$ cat config.mk
export PLATFORM = sky130hd
export DESIGN_NAME = itc_cell
export DESIGN_NICKNAME = d
export VERILOG_FILES = /design/src/rtl/increasing_triple_counter_assert.svh /design/src/rtl/itc_pkg.sv /design/src/rtl/itc_cell.sv
export SDC_FILE = /design/constraint.sdc
export NUM_CORES = 1
export LEC_CHECK = 0
export ABC_CLOCK_PERIOD_IN_PS = 3000
export BUFFER_PORTS_ARGS = -buffer_cell sky130_fd_sc_hd__buf_2
export CAP_MARGIN = 20
export CORE_AREA = 2 2 104 81
export DETAILED_ROUTE_END_ITERATION = 10
export DIE_AREA = 0 0 106 83
export PLACE_DENSITY = 0.77
export REMOVE_ABC_BUFFERS = 1
export SLEW_MARGIN = 20
export SYNTH_ARGS = -nofsm -noshare
export SYNTH_HDL_FRONTEND = slang
export SYNTH_SLANG_ARGS = --single-unit
$ cat constraint.sdc
create_clock -name clk -period 3 [get_ports clk]
set_clock_uncertainty 0.05 [all_clocks]
set_input_delay 0 -clock clk [delete_from_list [all_inputs] [get_ports clk]]
set_output_delay 0 -clock clk [all_outputs]
set_load 0.03 [all_outputs]
$ cat src/rtl/increasing_triple_counter_assert.svh
// Assertion macros for the increasing triple counter.
// Included by the RTL modules that carry concurrent checks; needs clk and arst_n in scope.
`ifndef INCREASING_TRIPLE_COUNTER_ASSERT_SVH
`define INCREASING_TRIPLE_COUNTER_ASSERT_SVH

`ifndef SYNTHESIS

// Checks that a condition holds at every clock edge out of reset.
`define ITC_ASSERT(lbl, expr, msg) \
	lbl: assert property (@(posedge clk) disable iff (!arst_n) (expr)) else $error(msg);

// Checks that a consequence holds in the same cycle as its cause.
`define ITC_ASSERT_IMPL(lbl, ante, cons, msg) \
	lbl: assert property (@(posedge clk) disable iff (!arst_n) (ante) |-> (cons)) \
		else $error(msg);

// Checks that a consequence holds in the cycle after its cause.
`define ITC_ASSERT_NEXT(lbl, ante, cons, msg) \
	lbl: assert property (@(posedge clk) disable iff (!arst_n) (ante) |=> (cons)) \
		else $error(msg);

`else

`define ITC_ASSERT(lbl, expr, msg)
`define ITC_ASSERT_IMPL(lbl, ante, cons, msg)
`define ITC_ASSERT_NEXT(lbl, ante, cons, msg)

`endif

`endif

$ cat src/rtl/itc_pkg.sv
// Shared sizes and the token type for the increasing triple counter.
// Used by itc_cell, itc_accum and increasing_triple_counter; depends on nothing.
package itc_pkg;

	// Data set bound and element width.
	localparam int MAX_ITEMS  = 1024;
	localparam int VALUE_BITS = 17;

	// Counter, index and product widths derived from the bound; fixed count and sum widths.
	localparam int CNT_W   = $clog2(MAX_ITEMS + 1);
	localparam int IDX_W   = (MAX_ITEMS > 1) ? $clog2(MAX_ITEMS) : 1;
	localparam int PROD_W  = 2 * CNT_W;
	localparam int COUNT_W = 31;
	localparam int SUM_W   = COUNT_W + 1;

	localparam logic [COUNT_W-1:0] COUNT_MAX = {COUNT_W{1'b1}};

	// One b value travelling down the chain with its running counts.
	typedef struct packed {
		logic                  valid;
		logic [CNT_W-1:0]      remaining;
		logic [VALUE_BITS-1:0] b;
		logic [CNT_W-1:0]      below;
		logic [CNT_W-1:0]      above;
	} token_t;

endpackage

$ cat src/rtl/itc_cell.sv
// One cell of the comparison chain: holds one stored (a, c) pair and updates passing tokens.
// Depends on itc_pkg for widths and token_t.
module itc_cell (
	input  logic                          clk,
	input  logic                          arst_n,
	input  logic                          shift_en,
	input  logic [itc_pkg::VALUE_BITS-1:0] a_in,
	input  logic [itc_pkg::VALUE_BITS-1:0] c_in,
	output logic [itc_pkg::VALUE_BITS-1:0] a_out,
	output logic [itc_pkg::VALUE_BITS-1:0] c_out,
	input  itc_pkg::token_t               tok_in,
	output itc_pkg::token_t               tok_out
);
	import itc_pkg::*;

	logic [VALUE_BITS-1:0] a_q;
	logic [VALUE_BITS-1:0] c_q;
	logic                  valid_q;
	token_t                pay_q;
	logic                  hit;
	logic                  a_below;
	logic                  c_above;

	// The stored pair shifts toward the tail as new elements are loaded.
	always_ff @(posedge clk) begin
		if (shift_en) begin
			a_q <= a_in;
			c_q <= c_in;
		end
	end

	// A token counts this cell only while it still has stored entries left to visit.
	assign hit     = tok_in.valid && (tok_in.remaining != '0);
	assign a_below = hit && (a_q < tok_in.b);
	assign c_above = hit && (c_q > tok_in.b);

	always_ff @(posedge clk or negedge arst_n) begin
		if (!arst_n) begin
			valid_q <= 1'b0;
		end else begin
			valid_q <= tok_in.valid;
		end
	end

	always_ff @(posedge clk) begin
		pay_q.valid     <= 1'b0;
		pay_q.b         <= tok_in.b;
		pay_q.remaining <= hit ? (tok_in.remaining - CNT_W'(1)) : tok_in.remaining;
		pay_q.below     <= tok_in.below + CNT_W'(a_below);
		pay_q.above     <= tok_in.above + CNT_W'(c_above);
	end

	// Reassemble the registered token with its reset valid bit.
	always_comb begin
		tok_out       = pay_q;
		tok_out.valid = valid_q;
	end

	assign a_out = a_q;
	assign c_out = c_q;

endmodule

# ---- After elaboration in Yosys (flattened, before gate mapping)
# Cells that the tools add are included.
dict set report word_totals {
  out_inout_bits 85
  register_bits 85
  inputBits 88
}
dict set report classes {
  n_reduce_logical 4
  add_sub_neg 3
  magnitude_cmp 2
  muxes 1
}
# cell count
set ops {}
lappend ops {{adder 11 x 1 -> 11 bit} 2}
lappend ops {{greater-than comparator 17 bit} 1}
lappend ops {{< comparator 17 bit} 1}
lappend ops {{2-to-1 mux 11 bit} 1}
lappend ops {{nonzero test 11 bit} 1}
lappend ops {{subtractor 11 x 1 -> 11 bit, second input constant} 1}
lappend ops {{logical AND 1 bit} 3}

# ---- Depth between registers and ports, before layout
dict set report logic_depth {
  ltp_word 4
  ltp_mapped 14
}

# ---- Worst setup path after synthesis
# No wires, ideal clock.
dict set report synth_path {
  kind {register -> register}
  start {register c_q[16], in the netlist c_out[16]}
  end {register pay_q (netlist bit tok_out[10])}
  t_arrival_ps 2424
  setup_time_ps 118
  n_path_buf 0
  path_stages_with_launch 12
  slack_ps 408
  path_cell_list {edfxtp_1 -> ha_1 -> nand2_1 -> nor4_1 -> o41ai_1 -> a21oi_1 -> ha_1 -> ha_1 -> nand3_1 -> nor2_1 -> nand3_1 -> xnor2_1}
}
dict set report synth_via {
  elab_chain_cells 3
}
# element line_no
set synth_lines {}
lappend synth_lines {{start, declared} itc_cell.sv:17} ;# logic [VALUE_BITS-1:0] c_q;
lappend synth_lines {{start signal, assigned} itc_cell.sv:28} ;# c_q <= c_in;
lappend synth_lines {{greater-than comparator 17 bit} itc_cell.sv:35} ;# assign c_above = hit && (c_q > tok_in.b);
lappend synth_lines {{logical AND 1 bit} itc_cell.sv:35}
lappend synth_lines {{adder 11 x 1 -> 11 bit} itc_cell.sv:50} ;# pay_q.above <= tok_in.above + CNT_W'(c_above);
lappend synth_lines {{end, declared} itc_cell.sv:19} ;# token_t pay_q;
# Every way passes these cells.
# A chain may end at the register's enable or synchronous reset.

# ---- Worst setup path in the final report
dict set report layout_path {
  start {register c_q[6], in the netlist c_out[6]}
  end {register pay_q (netlist bit tok_out[2])}
}
# The elaborated chain is that of the path after synthesis.

==> results.py <==
metrics = {
    "floorplanning": {
        "core_um2": 7740,
        "io_pins": 173,
        "die_w_um": 106,
        "die-area_um2": 8800,
        "die_y_um": 83,
        "start_util": 0.437,
        "rows": 28,
    },
    "sta": {
        "rsz0062_at_grt": "false",
        "fin_crit_ns": 2.88,
        "hold_viol": 0,
        "max_slew_margin": 0.471,
        "max_freq_mhz": 348,
        "setup_viol": 0,
        "drv_slew": 0,
        "fin_setup_tns_ns": 0,
        "setup_ws_ns": 0.123,
        "post-route-period-util": 0.959,
        "holdWs_ns": 0.222,
        "worst_pin_slew_ns": 0.793,
    },
    "clock_network": {
        "clkLatencyLatePin_ns": 0.36,
        "cts_root_buf": "clkbuf_8",
        "cts.path.max_buffers": 2,
        "numCtsBuffers": 9,
        "htree_num_levels": 3,
        "cts_tree": "built",
        "clock-sinks": 85,
        "clkSlewWorstSetupHoldPaths_ns": 0.08,
    },
    "final_layout": {
        "final_cell_mix": "172 x buf_2, 99 x dlygate4sd3_1, 50 x dfxtp_1",
        "n_fill_cell": 530,
        "drive_gt1_frac": 0.361,
        "final_common_cell": "buf_2",
        "n_antenna_cell": 0,
        "area.growth.synth_to_final_pct": 64.2,
        "nets": 670,
    },
    "logic_synthesis": {
        "async_reset_ff_frac": 0.0118,
        "synth_cell_type_count": 35,
        "synth_seq_cells": 85,
        "avgSynthCellArea_um2": 12.9,
        "yosys_warnings": 0,
        "syn_inst": 263,
        "synth_edf_count": 34,
        "yosysSeqAreaShare": 0.605,
        "netlist_area_um2": 3390,
        "ys.flop_type": "dfxtp_1",
    },
    "status": {
        "status": "complete, no violations",
    },
    "worst_setup_path": {
        "worst_ep_arrival_time_ns": 3.07,
        "rr_worst_depth": 9,
        "critPathCaptureType": "flop",
        "cp_max_fo": 3,
        "start_kind": "flop",
        "cp.required_ns": 3.19,
        "crit_type": "reg2reg",
    },
    "grt": {
        "grt_first_pass_wirelength_um": 15400,
        "grt_pass1_vias": 3246,
        "grtUsageTotal": 0.225,
        "grt_max_degree": 35,
        "overflow": 0,
        "antenna_found_initial": 0,
    },
    "route": {
        "firstDrtPassIters": 4,
        "via_count": 3016,
        "finalWirelength_um": 9640,
        "post_drt_wl_per_cell_um": 14.7,
        "drt-initial-drc-count": 60,
        "drc": 0,
        "drtAntennaViolNets": 0,
        "viasPerCell": 4.61,
    },
    "pwr": {
        "leakage_nw": 2.65,
        "netSwitchingFraction": 0.288,
        "totalPowerFinal_mw": 2.70,
        "internal_power_mw": 1.92,
        "p_sw_mw": 0.777,
        "comb_power_share": 0.226,
        "pwr_density_cell_nw_per_um2": 486,
        "ir_drop_v": 0.000400,
        "pwr-share-seq": 0.490,
        "p_clk_frac": 0.285,
    },
    "run": {
        "cap_violations": 0,
    },
    "placed_design": {
        "place_ws_ns": 0.155,
        "dp_hpwl_um": 6210,
        "portBuffers": 172,
        "gp_congestion": 0.870,
    },
    "hold_path": {
        "hold_path.class": "in2reg",
        "hold_depth": 1,
    },
}
-- metal layers --
layer  GRT usage  up-vias  part of all wire
met5           0        -                 0
met4      0.0658        0             0.016
met3      0.0722       16             0.070
met2       0.421      122              0.52
met1       0.241     1376              0.39
li1            -     1502                 -
-- critical path: stages (launching register included) --
cell	delay, ns
edfxtp_1	0.39
ha_1	0.33
a211oi_1	0.25
nor2_1	0.08
o41ai_1	0.34
a21oi_1	0.14
ha_1	0.23
ha_1	0.22
xor2_1	0.17
dlygate4sd3_1	0.56
-- state kept, by name, indices dropped and copies added, names as in the netlist --
register and cells:
tok_out 50, valid_q 1, a_out 17, c_out 17
-- per-stage QoR --
step / util / std cells / cell area [um2]
3_5_place_dp: 0.563 / 538 / 4360
6_report: 0.718 / 654 / 5560
3_3_place_gp: 0.563 / 538 / 4360
2_1_floorplan: - / 261 / 3370
4_1_cts: 0.716 / 653 / 5540
5_1_grt: 0.718 / 654 / 5560
-- path summary, 6_finish.rpt --
| kind | from | end | slack (ns) |
|---|---|---|---|
| max | c_out[6] | tok_out[2] | 0.12 |
| min | shift_en | c_out[11] | 0.22 |
| max reg2reg | c_out[6] | tok_out[2] | 0.12 |
| min reg2reg | c_out[8] | tok_out[0] | 0.87 |
| max in group asynchronous | arst_n | valid_q | 2.35 |
| min in group asynchronous | arst_n | valid_q | 0.44 |
-- power groups by stage --
stage                     registers [mW]  clock network [mW]  logic (mW)
after floorplan                     1.52                   0       0.124
after global placement              1.34                   0       0.487
after detailed placement            1.35                   0       0.496
after CTS                           1.32               0.787       0.600
after global routing                1.33               0.839       0.658
final                               1.32               0.768       0.610
-- area by class of cell --
class | count | area [um2] | area share
repair buffers | 272 | 1860 | 0.334
clock buffers | 12 | 170 | 0.0306
flip-flops and latches | 85 | 2050 | 0.368
clock inverters | 4 | 20.0 | 0.00360
inverters | 20 | 75.1 | 0.0135
well taps | 105 | 131 | 0.0236
multi-input cells | 156 | 1260 | 0.226
-- synthesized netlist by cell type (4+ instances only) --
| library cell | number | area share |
|---|---|---|
| dfxtp_1 | 50 | 0.30 |
| ha_1 | 38 | 0.14 |
| edfxtp_1 | 34 | 0.30 |
| inv_1 | 20 | 0.022 |
| nand3_1 | 20 | 0.030 |
| xnor2_1 | 16 | 0.041 |
| a21oi_1 | 12 | 0.018 |
| nand2_1 | 10 | 0.011 |
| xor2_1 | 10 | 0.026 |
| nor2_1 | 8 | 0.0089 |
| a21o_1 | 6 | 0.013 |
| and3_1 | 4 | 0.0074 |
| nand4_1 | 4 | 0.0074 |
| o21ai_0 | 4 | 0.0059 |
-- cell families after synthesis --
group / Yosys count / share of synthesized area
flip-flops: 85 / 0.605
XOR/XNOR: 26 / 0.0673
buffers and inverters: 22 / 0.0277
adder cells (fa/ha/maj): 38 / 0.140
AND/OR/NAND/NOR: 60 / 0.0994
AO/OA/AOI/OAI: 32 / 0.0606
-- what timing repair did --
action / in CTS / in global routing
endpoints found under the hold margin: 86 / 0
gates resized for setup: 0 / 4
buffers inserted: 0 / 1
setup endpoints to repair: 0 / 9
hold buffers: 99 / 0
Note: power is estimated with default switching activity, not from simulation.
