`src/rtl/increasing_triple_counter_assert.svh`:
```
// Assertion macros for the increasing triple counter.
// Included by the RTL modules that carry concurrent checks; needs clk and arst_n in scope.
`ifndef INCREASING_TRIPLE_COUNTER_ASSERT_SVH
`define INCREASING_TRIPLE_COUNTER_ASSERT_SVH

`ifndef SYNTHESIS

// Checks that a condition holds at every clock edge out of reset.
`define ITC_ASSERT(lbl, expr, msg) \
	lbl: assert property (@(posedge clk) disable iff (!arst_n) (expr)) else $error(msg);

// Checks that a consequence holds in the same cycle as its cause.
`define ITC_ASSERT_IMPL(lbl, ante, cons, msg) \
	lbl: assert property (@(posedge clk) disable iff (!arst_n) (ante) |-> (cons)) \
		else $error(msg);

// Checks that a consequence holds in the cycle after its cause.
`define ITC_ASSERT_NEXT(lbl, ante, cons, msg) \
	lbl: assert property (@(posedge clk) disable iff (!arst_n) (ante) |=> (cons)) \
		else $error(msg);

`else

`define ITC_ASSERT(lbl, expr, msg)
`define ITC_ASSERT_IMPL(lbl, ante, cons, msg)
`define ITC_ASSERT_NEXT(lbl, ante, cons, msg)

`endif

`endif

```
`src/rtl/itc_pkg.sv`:
```
// Shared sizes and the token type for the increasing triple counter.
// Used by itc_cell, itc_accum and increasing_triple_counter; depends on nothing.
package itc_pkg;

	// Data set bound and element width.
	localparam int MAX_ITEMS  = 1024;
	localparam int VALUE_BITS = 17;

	// Counter, index and product widths derived from the bound; fixed count and sum widths.
	localparam int CNT_W   = $clog2(MAX_ITEMS + 1);
	localparam int IDX_W   = (MAX_ITEMS > 1) ? $clog2(MAX_ITEMS) : 1;
	localparam int PROD_W  = 2 * CNT_W;
	localparam int COUNT_W = 31;
	localparam int SUM_W   = COUNT_W + 1;

	localparam logic [COUNT_W-1:0] COUNT_MAX = {COUNT_W{1'b1}};

	// One b value travelling down the chain with its running counts.
	typedef struct packed {
		logic                  valid;
		logic [CNT_W-1:0]      remaining;
		logic [VALUE_BITS-1:0] b;
		logic [CNT_W-1:0]      below;
		logic [CNT_W-1:0]      above;
	} token_t;

endpackage

```
`src/rtl/itc_accum.sv`:
```
// Tail of the chain: multiplies each token's counts and sums the products with saturation.
// Depends on itc_pkg for widths and token_t.
module itc_accum (
	input  logic                       clk,
	input  logic                       arst_n,
	input  logic                       clear,
	input  itc_pkg::token_t            tok,
	output logic [itc_pkg::COUNT_W-1:0] total,
	output logic [itc_pkg::CNT_W-1:0]   added
);
	import itc_pkg::*;

	logic              valid_s1;
	logic [PROD_W-1:0] prod_s1;
	logic [COUNT_W-1:0] acc_q;
	logic [CNT_W-1:0]   added_q;
	logic [SUM_W-1:0]   sum;

	// Product of the counts below and above, registered before the add.
	always_ff @(posedge clk or negedge arst_n) begin
		if (!arst_n) begin
			valid_s1 <= 1'b0;
		end else begin
			valid_s1 <= tok.valid && !clear;
		end
	end

	always_ff @(posedge clk) begin
		prod_s1 <= PROD_W'(tok.below) * PROD_W'(tok.above);
	end

	// Saturating running sum and the number of products taken in.
	assign sum = {1'b0, acc_q} + SUM_W'(prod_s1);

	always_ff @(posedge clk or negedge arst_n) begin
		if (!arst_n) begin
			acc_q   <= '0;
			added_q <= '0;
		end else if (clear) begin
			acc_q   <= '0;
			added_q <= '0;
		end else if (valid_s1) begin
			acc_q   <= (sum > SUM_W'(COUNT_MAX)) ? COUNT_MAX : sum[COUNT_W-1:0];
			added_q <= added_q + CNT_W'(1);
		end
	end

	assign total = acc_q;
	assign added = added_q;

endmodule

```
`config.mk`:
```
export PLATFORM = sky130hd
export DESIGN_NAME = itc_accum
export DESIGN_NICKNAME = d
export VERILOG_FILES = /design/src/rtl/increasing_triple_counter_assert.svh /design/src/rtl/itc_pkg.sv /design/src/rtl/itc_accum.sv
export SDC_FILE = /design/constraint.sdc
export NUM_CORES = 1
export LEC_CHECK = 0
export BUFFER_PORTS_ARGS = -buffer_cell sky130_fd_sc_hd__buf_4
export CORE_MARGIN = 1.5
export CORE_UTILIZATION = 30
export CTS_CLUSTER_SIZE = 8
export DETAILED_ROUTE_END_ITERATION = 8
export PLACE_DENSITY = 0.54
export SLEW_MARGIN = 20
export SYNTH_ARGS = -nofsm -noshare
export SYNTH_HDL_FRONTEND = slang
export SYNTH_SLANG_ARGS = --single-unit
```
`constraint.sdc`:
```
create_clock -name clk -period 2.4 [get_ports clk]
set_input_delay 0.24 -clock clk [delete_from_list [all_inputs] [get_ports clk]]
set_output_delay 0.24 -clock clk [all_outputs]
set_load 0.005 [all_outputs]
```
# After elaboration in Yosys (flattened, before gate mapping)

Cells that the tools add are included.

Register bits after elaboration: 65
Input bits: 54
Logic and storage cells: 16

Add/sub/neg operators: 2
Multiply operators: 1
$lt $le $gt $ge: 1
Multiplexer cells: 5
Reduce and logical (&&, ||, !) cells: 3

Operators with widths:

| operator                                                                | number |
|---|---|
| 31-bit two-way mux                                                      | 3 |
| 31-bit by 22-bit adder with 32-bit output                               | 1 |
| 32-bit by 31-bit > comparator with 1-bit output (second input constant) | 1 |
| 11-bit by 11-bit multiplier with 22-bit output                          | 1 |
| 11-bit two-way mux                                                      | 2 |
| 11-bit by 1-bit adder with 11-bit output (second input constant)        | 1 |
| 2-bit nonzero test                                                      | 1 |
| 1-bit logical AND                                                       | 1 |
| 1-bit logical NOT                                                       | 1 |

# Logic depth before layout (Yosys ltp)

Gate-level depths: netlist of run 1.

Depth in word-level cells: 5
Gate-level depth with buffers: 21
Mapped depth without buffers: 20

# Worst setup path before layout of run 1

No wires, ideal clock.

Kind: input to register
From: input port tok[4] (netlist bit)
To: register prod_s1[21]
Arrival time: 4.887 ns
Data required time: 2.278 ns
Path slack: -2.609 ns
Stages: 18
Cell sequence: clkbuf_1 -> nand2_1 -> fa_1 -> inv_1 -> fa_1 -> fa_1 -> fa_1 -> inv_1 -> fa_1 -> inv_1 -> ha_1 -> and3_1 -> nand3_1 -> a21oi_1 -> nor3_1 -> nor3_1 -> or2_0 -> a311o_1

Word-level cells in the longest chain between the ends: 1

RTL lines:

| what                                           | line            | RTL |
|---|---|---|
| start: declaration                             | itc_accum.sv:7  | `input itc_pkg::token_t tok,` |
| 11-bit by 11-bit multiplier with 22-bit output | itc_accum.sv:29 | `prod_s1 <= PROD_W'(tok.below) * PROD_W'(tok.above);` |
| end signal: assignment                         | itc_accum.sv:29 |  |
| end: declaration                               | itc_accum.sv:14 | `logic [PROD_W-1:0] prod_s1;` |

Every way passes these cells.
A chain may end at the register's enable or synchronous reset.

# Worst setup path after layout of run 1

From: input port tok[16] (netlist bit)
To: register prod_s1[19]

The elaborated chain is that of the path after synthesis.

==> results of run 1 <==
==> final timing paths <==
| kind | start | endpoint | slack, ns |
|---|---|---|---|
| max | tok[16] | prod_s1[19]$_DFF_P_ | -1.79 |
| min | clear | added[0]$_DFFE_PN0P_ | 0.12 |
| max reg2reg | total[0]$_DFFE_PN0P_ | total[12]$_DFFE_PN0P_ | -0.13 |
| min reg2reg | added[10]$_DFFE_PN0P_ | added[10]$_DFFE_PN0P_ | 0.56 |
| max in group asynchronous | arst_n | valid_s1$_DFF_PN0_ | 1.53 |
| min in group asynchronous | arst_n | total[7]$_DFFE_PN0P_ | 0.46 |
==> area by class of cell <==
class | instances | area share
sequential | 65 | 0.133
multi-input combinational | 616 | 0.560
clock buffer | 12 | 0.0224
inverter | 113 | 0.0371
clock inverter | 4 | 0.00657
timing repair buffer | 264 | 0.205
tap | 324 | 0.0355
==> registers in the layout, summed over array words and instances (netlist names) <==
name,flops
added,11
total,31
valid_s1,1
prod_s1,22
==> worst reg2reg max path, stage by stage, from the launching register on <==
cell and delay (ns):
dfrtp_1 0.41, ha_4 0.18, fa_2 0.40, a211oi_2 0.25, o21ai_2 0.13, a31oi_2 0.23, o21bai_1 0.12, a31o_2 0.22
a21oi_2 0.14, xor2_1 0.17, a311oi_2 0.11
==> timing repair <==
action                                  in CTS  in global routing
hold buffers                                 1                  0
gates resized for setup                    116                 86
pin swaps                                   86                 65
endpoints found under the hold margin       43                  0
endpoints found under the setup margin      49                 49
buffers inserted                            27                 13
gates cloned                                 6                  1
==> power breakdown <==
| part | switching [µW] | internal, µW |
|---|---|---|
| clock network | 491 | 967 |
| logic | 4310 | 5070 |
| registers | 137 | 1370 |
| total | 4940 | 7410 |
==> layer usage <==
layer	wire, µm	GRT usage	up-vias
met5	0	0	-
met4	269	0.0379	0
met3	484	0.0140	22
met2	9310	0.262	101
met1	9530	0.206	3086
li1	-	-	3217
==> through the flow <==
stage | instance area (µm²) | power (µW) | utilization | cells | setup slack (ns)
6_report | 11400 | 12400 | 0.466 | 1398 | -1.79
3_5_place_dp | 9910 | 9360 | 0.404 | 1346 | -2.23
4_1_cts | 11100 | 11800 | 0.452 | 1394 | -1.80
3_3_place_gp | 9910 | 9270 | 0.404 | 1346 | -2.18
2_1_floorplan | 8170 | 6650 | - | 834 | -2.00
5_1_grt | 11400 | 13500 | 0.466 | 1398 | -1.98
==> cells by family after synthesis <==
group                    after synthesis
AO/OA/AOI/OAI                        139
buffers and inverters                153
flip-flops                            65
XOR/XNOR                              40
multiplexers                           3
AND/OR/NAND/NOR                      270
adder cells (fa/ha/maj)              164
==> cell usage in the layout (no fill, tap or decap), types with 10 or more instances in the layout <==
master	n
nand2_2	11
nor2_1	48
buf_4	210
a21o_1	12
xor2_1	18
ha_4	28
xnor2_1	17
inv_2	22
a21oi_1	18
clkbuf_16	10
inv_1	91
dfxtp_1	21
nor2_2	11
dfrtp_1	42
buf_6	33
buf_12	11
and2_4	10
a21oi_2	16
and2_1	61
ha_1	53
nand2_1	68
fa_2	13
fa_1	68
a311oi_2	23
==> results.tsv, run 1 <==
metric	value	unit
yosys_warnings	0	
synth_most_common_cell	inv_1	
peakVddDrop	0.744	mV
crit_path_end_kind	register	
ys_ff_latch	65	
synth_ff_type	dfrtp_1	
io_pins	96	
worstSetupStartpointType	input port	
reg2reg_depth	10	
route.vias.total	6426	
slew_headroom	0.575	
max_freq	0.239	GHz
holdPathStages	2	
cts_buffer_depth	2	
slew_violations	0	
clkSinkCount	65	
async_reset_ff_frac	0.662	
synthMuxAreaShare	0.00396	
drt-initial-drc-count	239	
synth-simple-area-share	0.176	
coreArea	24500	µm²
grt_antenna_before_repair	0	
post-route-min-period	4.19	ns
synth_area_per_cell	9.09	µm²
slowest_stage	fa_2	
grt_pass1_vias	6769	
tns	-24.95	ns
cap_viol_max_count	0	
synthTopCellsByArea	fa_1 (21%), dfrtp_1 (14%), ha_1 (14%), and2_1 (5.9%), dfxtp_1 (5.8%)	
setup_slack	-1.79	ns
place_congestion	0.814	
drive_gt1_frac	0.448	
p_leak	0.00538	µW
synth.distinct_cells	55	
yosys.area.top_type_share	0.214	
clk-insertion-delay-late	0.33	ns
violations	setup timing	
synth_fa_ha_area_frac	0.351	
period_share	1.74	
multi_input_area	6410	µm²
synth_top_family_by_area	adder cells	
grt_pass1_wl	32700	µm
drt.antenna.violating_nets	0	
path_delay_family	adder cells	
required	2.62	ns
die_h	162	µm
synth_xor_area_frac	0.0462	
worstHoldPathType	in2reg	
synthTopCellsByCount	inv_1 (113), nand2_1 (88), ha_1 (83), fa_1 (81), and2_1 (71)	
critical_path.cell_chain	buf_12 > nand2_4 > fa_1 > fa_2 > inv_2 > ha_4 > fa_1 > inv_2 > fa_1 > inv_2 > ha_4 > o21a_1 > o31a_1 > o211ai_1 > buf_4 > a21oi_4 > nor3_4 > buf_4 > o31ai_2 > a21oi_2 > xnor2_1	
path_max_fanout	10	
hpwl	14700	µm
htreeDepth	3	
route.detailed.drc	0	
worst-path-stages	21	
status	finished with violations	
yosys.area.top_type	fa_1	
skew	0.00922	ns
cts_tree	built	
power.density_cell_area	1080	nW/µm²
seqCellArea	1520	µm²
clk_pin_slew_worst_paths	0.06	ns
die_area	26200	µm²
cts-root-buf	clkbuf_16	
synth_compound_area_frac	0.144	
max_stage_delay	0.54	ns
port_buffers	67	
grt_max_degree	48	
postSynthNetCount	1052	
tightest_slew	0.637	ns
row_count	57	
netlist_area	7580	µm²
viasPerCell	4.60	
globalRouteOverflowTotal	0	
hold_viol	0	
setup_violations	33	
synth_enable_flop_cells	0	
antenna_cells	0	
initial_core_util	0.309	
hold-worst-slack	0.116	ns
grt.total_usage	0.152	
critical_path_class	in2reg	
cp.buffers_inverters	6	
area_growth	50.8	%
cts_buffers	9	
rsz0062_at_grt	true	
seq_area_frac_synth	0.200	
dieWidth	162	µm
syn_inst	834	
fillers	2375	
routedWlPerCell	14.0	µm
fin_nets	1287	
cp.arrival	4.40	ns
routed_wl	19600	µm
first_pass_iters	4	
(Power assumes the default switching activity.)
==> inputs of run 2 (changes only) <==
--- a/config.mk
+++ b/config.mk
@@ -6,6 +6,7 @@
 export NUM_CORES = 1
 export LEC_CHECK = 0
 export BUFFER_PORTS_ARGS = -buffer_cell sky130_fd_sc_hd__buf_4
+export CORE_ASPECT_RATIO = 0.7
 export CORE_MARGIN = 1.5
 export CORE_UTILIZATION = 30
 export CTS_CLUSTER_SIZE = 8
==> run 2 against run 1 <==
The flow still finishes with violations (setup timing); largest power group unchanged; largest cell class unchanged; critical path depth decreased by 2; die area about the same; cell area decreased by 2.9%; power decreased by 3.3%; maximum frequency decreased by 1.9%; utilization decreased by 1.7 points; combinational power decreased by 3.1%.
==> results.tsv, run 2 (same netlist as run 1, synthesis figures left out) <==
metric	value	unit	change
status	finished with violations		unchanged
violations	setup timing		unchanged
reg2reg_to	total[20]$_DFFE_PN0P_		was total[12]$_DFFE_PN0P_
antenna_cells	0		unchanged
holdPathStages	2		unchanged
dpl.cell_count	1342		was 1346
post-route-min-period	4.27	ns	was 4.19 ns
cts-root-buf	clkbuf_16		unchanged
grt_pass1_wl	32500	µm	was 32700 µm
period_share	1.78		was 1.74
rsz0062_at_grt	true		unchanged
cp.arrival	4.49	ns	was 4.40 ns
die_area	26200	µm²	about the same
globalRouteOverflowTotal	0		unchanged
required	2.62	ns	about the same
critical_path.cell_chain	buf_8 > buf_12 > nand2_4 > fa_1 > inv_1 > fa_1 > fa_1 > fa_1 > inv_1 > fa_1 > inv_2 > ha_4 > a21o_1 > a21oi_2 > nand2_1 > nor3_4 > nor3_2 > or2_0 > a311o_1		was buf_12 > nand2_4 > fa_1 > fa_2 > inv_2 > ha_4 > fa_1 > inv_2 > fa_1 > inv_2 > ha_4 > o21a_1 > o31a_1 > o211ai_1 > buf_4 > a21oi_4 > nor3_4 > buf_4 > o31ai_2 > a21oi_2 > xnor2_1
switchingPower	4860	µW	was 4940 µW
slew_violations	0		unchanged
worstSetupStartpointType	input port		unchanged
fin_nets	1269		was 1287
crit_path_end_kind	register		unchanged
io_pins	96		unchanged
r2r_slack	-0.11	ns	was -0.13 ns
setup_slack	-1.87	ns	was -1.79 ns
tns	-25.42	ns	was -24.95 ns
dp_slack	-2.28	ns	was -2.23 ns
max_freq	0.234	GHz	was 0.239 GHz
pwr-share-clk	0.112		was 0.118
cellInternalPower	7090	µW	was 7410 µW
route.detailed.drc	0		unchanged
max_stage_delay	0.52	ns	was 0.54 ns
power_frac_comb	0.762		was 0.760
hold_viol	0		unchanged
p_leak	0.00524	µW	was 0.00538 µW
final_cell_count_no_fill	1381		was 1398
reg2reg_depth	11		was 10
cts_buffers	9		unchanged
routedWlPerCell	13.9	µm	was 14.0 µm
drt-initial-drc-count	249		was 239
grt.total_usage	0.155		was 0.152
cts_buffer_depth	2		unchanged
tightest_slew	0.625	ns	was 0.637 ns
port_buffers	67		unchanged
final_core_util	0.448		was 0.466
path_max_fanout	7		was 10
routed_wl	19200	µm	was 19600 µm
grt_max_degree	44		was 48
power.density_cell_area	1080	nW/µm²	about the same
fillers	2437		was 2375
slowest_stage	fa_1		was fa_2
largest_reg_flops	31		unchanged
power_frac_seq	0.125		was 0.122
dieWidth	193	µm	was 162 µm
cpMostUsedCell	fa_1		
final_cell_mix	buf_4 (196), inv_1 (95), fa_1 (71)		was buf_4 (210), inv_1 (91), nand2_1 (68), fa_1 (68), and2_1 (61)
swShare	0.407		was 0.400
skew	0.0124	ns	was 0.00922 ns
worstHoldStart	tok[50]		was clear
drive_gt1_frac	0.411		was 0.448
viasPerCell	4.63		was 4.60
place_congestion	0.795		was 0.814
clkSinkCount	65		unchanged
hpwl	15200	µm	was 14700 µm
clk-insertion-delay-late	0.34	ns	was 0.33 ns
area_growth	46.4	%	was 50.8%
cts_tree	built		unchanged
first_pass_iters	4		unchanged
row_count	48		was 57
peakVddDrop	0.792	mV	was 0.744 mV
power	11900	µW	was 12400 µW
crit_path_start	tok[4]		was tok[16]
slew_headroom	0.583		was 0.575
htreeDepth	3		unchanged
drt.antenna.violating_nets	0		unchanged
r2r-start	total[4]$_DFFE_PN0P_		was total[0]$_DFFE_PN0P_
worstHoldPathType	in2reg		unchanged
grt_antenna_before_repair	0		unchanged
initial_core_util	0.306		was 0.309
hold_end	valid_s1$_DFF_PN0_		was added[0]$_DFFE_PN0P_
path_delay_family	adder cells		unchanged
cap_viol_max_count	0		unchanged
route.vias.total	6388		was 6426
critical_path_class	in2reg		unchanged
coreArea	24700	µm²	was 24500 µm²
cp.buffers_inverters	5		was 6
final_common_cell	buf_4		unchanged
clk_pin_slew_worst_paths	0.05	ns	was 0.06 ns
setup_violations	39		was 33
die_h	136	µm	was 162 µm
grt_pass1_vias	6533		was 6769
-- run 2: cell count changes in the layout (fill, tap and decap cells not counted), sizes merged --
cell	delta
buf	-17
bufinv	-1
clkinv	+3
bufbuf	-1
clkinvlp	-1
clkbuf	-1
-- run 2: worst max-delay path by stage --
stage                           to  slack [ns]  cells after the start
6_report       prod_s1[21]$_DFF_P_       -1.87                     19
5_1_grt        prod_s1[20]$_DFF_P_       -2.04                     20
4_1_cts        prod_s1[21]$_DFF_P_       -1.85                     19
3_5_place_dp   prod_s1[21]$_DFF_P_       -2.28                     18
3_3_place_gp   prod_s1[21]$_DFF_P_       -2.26                     18
2_1_floorplan  prod_s1[21]$_DFF_P_       -2.00                     17
-- run 2: timing repair --
action	in CTS	in global routing
hold buffers	1	0
setup buffers	15	10
setup endpoints to repair	49	49
gates resized for setup	80	74
gates cloned	1	1
endpoints found under the hold margin	43	0
pin swaps	66	57
-- run 2: metrics by stage --
stage	hold WS [ns]	cell area, µm²
after CTS	0.131	10700
final	0.140	11100
after global routing	0.143	11100
after floorplan	-0.0556	8170
after global placement	0.300	9910
after detailed placement	0.307	9910
-- run 2: power by group through the flow --
| stage | logic [µW] | clock network, µW | registers (µW) |
|---|---|---|---|
| after floorplan | 5180 | 0 | 1470 |
| after global placement | 7730 | 0 | 1500 |
| after detailed placement | 7780 | 0 | 1500 |
| after CTS | 8320 | 1380 | 1490 |
| after global routing | 10200 | 1440 | 1520 |
| final | 9100 | 1340 | 1500 |
-- run 2: layer usage --
layer  routed length (µm)  vias to the layer above  GRT usage  share of wire
met5                    0                        -          0              0
met4                   84                        0     0.0197         0.0044
met3                  786                        7     0.0240          0.041
met2                 8110                       92      0.235           0.42
met1                10300                     3103      0.236           0.53
li1                     -                     3186          -              -
-- run 2: area by class of cell --
class	count	area, µm²	share of cell area
tap	325	407	0.0366
multi-input combinational	616	6290	0.567
inverter	113	424	0.0382
clock buffer	11	254	0.0229
timing repair buffer	246	2150	0.194
sequential	65	1520	0.137
clock inverter	5	52.6	0.00474
==> inputs of run 3 (changes only) <==
--- a/config.mk
+++ b/config.mk
@@ -5,7 +5,7 @@
 export SDC_FILE = /design/constraint.sdc
 export NUM_CORES = 1
 export LEC_CHECK = 0
-export BUFFER_PORTS_ARGS = -buffer_cell sky130_fd_sc_hd__buf_4
+export BUFFER_PORTS_ARGS = -buffer_cell sky130_fd_sc_hd__buf_2
 export CORE_ASPECT_RATIO = 0.7
 export CORE_MARGIN = 1.5
 export CORE_UTILIZATION = 30
==> run 3 against run 2 <==
The flow still finishes with violations (setup timing); worst setup slack gained 0.018 ns; clock skew shrank 0.0027 ns; power grew 5.9%; cell area grew 1.6%; final cell count grew 1.5%; sequential share of layout area shrank 0.23 points; global-route usage grew 0.49 points; first-iteration DRC count shrank 11%; sequential power is essentially flat; die area is the same.
==> results.tsv, run 3 (same netlist as run 1, synthesis figures left out) <==
metric	value	unit	change
cts-root-buf	clkbuf_16		unchanged
hold_viol	0		unchanged
setup_slack	-1.85	ns	was -1.87 ns
htreeDepth	3		unchanged
drive_gt1_frac	0.442		was 0.411
tightest_slew	0.536	ns	was 0.625 ns
holdPathStages	2		unchanged
grt_pass1_vias	6700		was 6533
fillers	2418		was 2437
power.density_cell_area	1120	nW/µm²	was 1080 nW/µm²
slowest_stage	fa_2		was fa_1
r2r-start	total[14]$_DFFE_PN0P_		was total[4]$_DFFE_PN0P_
clk-insertion-delay-late	0.34	ns	about the same
worstSetupStartpointType	input port		unchanged
cts_buffers	9		unchanged
area_growth	48.8	%	was 46.4%
hpwl	15500	µm	was 15200 µm
period_share	1.77		was 1.78
slew_headroom	0.642		was 0.583
port_buffers	67		unchanged
grt_max_degree	34		was 44
rsz0062_at_grt	true		unchanged
place_congestion	0.799		was 0.795
path_max_fanout	7		unchanged
first_pass_iters	4		unchanged
route.detailed.drc	0		unchanged
tns	-25.49	ns	was -25.42 ns
reg2reg_to	total[20]$_DFFE_PN0P_		unchanged
peakVddDrop	0.909	mV	was 0.792 mV
drt-initial-drc-count	221		was 249
drt.antenna.violating_nets	0		unchanged
die_area	26200	µm²	unchanged
seqCellArea	1520	µm²	about the same
die_h	136	µm	unchanged
route.vias.total	6482		was 6388
grt.total_usage	0.160		was 0.155
clk_pin_slew_worst_paths	0.06	ns	was 0.05 ns
dieWidth	193	µm	unchanged
clkSinkCount	65		unchanged
hold_end	valid_s1$_DFF_PN0_		unchanged
critical_path_class	in2reg		unchanged
largest_reg_flops	31		unchanged
required	2.62	ns	about the same
cts_buffer_depth	2		unchanged
routedWlPerCell	14.1	µm	was 13.9 µm
row_count	48		unchanged
p_leak	0.00535	µW	was 0.00524 µW
max_stage_delay	0.54	ns	was 0.52 ns
reg2reg_depth	10		was 11
viasPerCell	4.62		was 4.63
grt_pass1_wl	33500	µm	was 32500 µm
cap_viol_max_count	0		unchanged
critical_path.cell_chain	buf_8 > buf_12 > nand2_4 > fa_1 > fa_2 > inv_2 > ha_4 > fa_1 > inv_2 > fa_1 > inv_2 > ha_4 > o21a_1 > o31a_1 > o211ai_1 > buf_4 > a21oi_4 > nor3_4 > nor3_2 > or2_0 > a311o_1		was buf_8 > buf_12 > nand2_4 > fa_1 > inv_1 > fa_1 > fa_1 > fa_1 > inv_1 > fa_1 > inv_2 > ha_4 > a21o_1 > a21oi_2 > nand2_1 > nor3_4 > nor3_2 > or2_0 > a311o_1
setup_violations	33		was 39
crit_path_end_kind	register		unchanged
skew	0.00966	ns	was 0.0124 ns
multi_input_area	6410	µm²	was 6290 µm²
grt_antenna_before_repair	1		was 0
cts_tree	built		unchanged
antenna_cells	0		unchanged
globalRouteOverflowTotal	0		unchanged
final_common_cell	buf_4		unchanged
io_pins	96		unchanged
final_cell_count_no_fill	1402		was 1381
post-route-min-period	4.25	ns	was 4.27 ns
max_freq	0.235	GHz	was 0.234 GHz
fin_nets	1290		was 1269
violations	setup timing		unchanged
coreArea	24700	µm²	unchanged
status	finished with violations		unchanged
worstHoldStart	tok[50]		unchanged
r2r_slack	-0.13	ns	was -0.11 ns
slew_violations	0		unchanged
cp.arrival	4.47	ns	was 4.49 ns
routed_wl	19700	µm	was 19200 µm
worstHoldPathType	in2reg		unchanged
dpl.cell_count	1348		was 1342
initial_core_util	0.306		unchanged
final_cell_mix	buf_4 (167), inv_1 (92), nand2_1 (72)		was buf_4 (196), inv_1 (95), fa_1 (71)
-- run 3: changes by cell type in the layout (fill, tap and decap cells not counted), moves of 4 or more --
cell / previous run / this run
buf_2: 0 / 50
buf_4: 196 / 167
a21oi_1: 22 / 17
a21oi_2: 11 / 16
ha_1: 58 / 54
-- run 3: report_power, final --
part / switching [µW] / internal (µW) / leakage (µW)
clock network: 509 / 962 / 0.000162
logic: 4530 / 5160 / 0.00442
registers: 120 / 1370 / 0.000768
total: 5150 / 7490 / 0.00535
-- run 3: what timing repair did --
item                                    CTS  global route
cloned                                    2             1
hold endpoints to repair                 20             0
endpoints found under the setup margin   49            49
pin swaps                                83            52
buffers inserted                         24            14
resized for setup                       134            63
hold buffers                              1             0
-- run 3: metrics by stage --
stage | utilization | area, µm² | setup WS (ns) | power, µW | hold WS, ns
CTS | 0.442 | 10900 | -1.82 | 12100 | 0.120
detailed placement | 0.394 | 9750 | -2.36 | 9320 | 0.252
finish | 0.456 | 11300 | -1.85 | 12600 | 0.131
floorplan | - | 8170 | -2.00 | 6650 | -0.0556
global route | 0.456 | 11300 | -2.03 | 13800 | 0.120
global placement | 0.394 | 9750 | -2.33 | 9270 | 0.253
-- run 3: final cells by class --
type,instances,area share
Clock inverter,4,0.00477
Timing Repair Buffer,267,0.192
Tap cell,325,0.0361
Inverter,113,0.0376
Clock buffer,12,0.0256
Multi-Input combinational cell,616,0.569
Sequential cell,65,0.135
-- run 3: how the worst max path moves through the flow --
| stage | cells past startpoint | slack [ns] | endpoint | start |
|---|---|---|---|---|
| 2_1_floorplan | 17 | -2.00 | prod_s1[21]$_DFF_P_ | tok[18] |
| 3_3_place_gp | 18 | -2.33 | prod_s1[21]$_DFF_P_ | tok[12] |
| 3_5_place_dp | 18 | -2.36 | prod_s1[21]$_DFF_P_ | tok[4] |
| 4_1_cts | 18 | -1.82 | prod_s1[19]$_DFF_P_ | tok[15] |
| 5_1_grt | 18 | -2.03 | prod_s1[20]$_DFF_P_ | tok[9] |
| 6_report | 21 | -1.85 | prod_s1[21]$_DFF_P_ | tok[2] |
-- run 3: routing by layer --
layer / global-route usage / share of wire / vias to the layer above
met2: 0.252 / 0.44 / 51
met4: 0.0205 / 0.0036 / 0
met3: 0.0274 / 0.030 / 7
li1: - / - / 3218
met1: 0.234 / 0.53 / 3206
met5: 0 / 0 / -
-- run 3: worst max-delay path, delay by kind of cell --
kind                     cells  cell delay, ns
AND/OR/NAND/NOR              4            0.55
buffers and inverters        6            0.49
AO/OA/AOI/OAI                5            0.71
adder cells (fa/ha/maj)      6            2.47
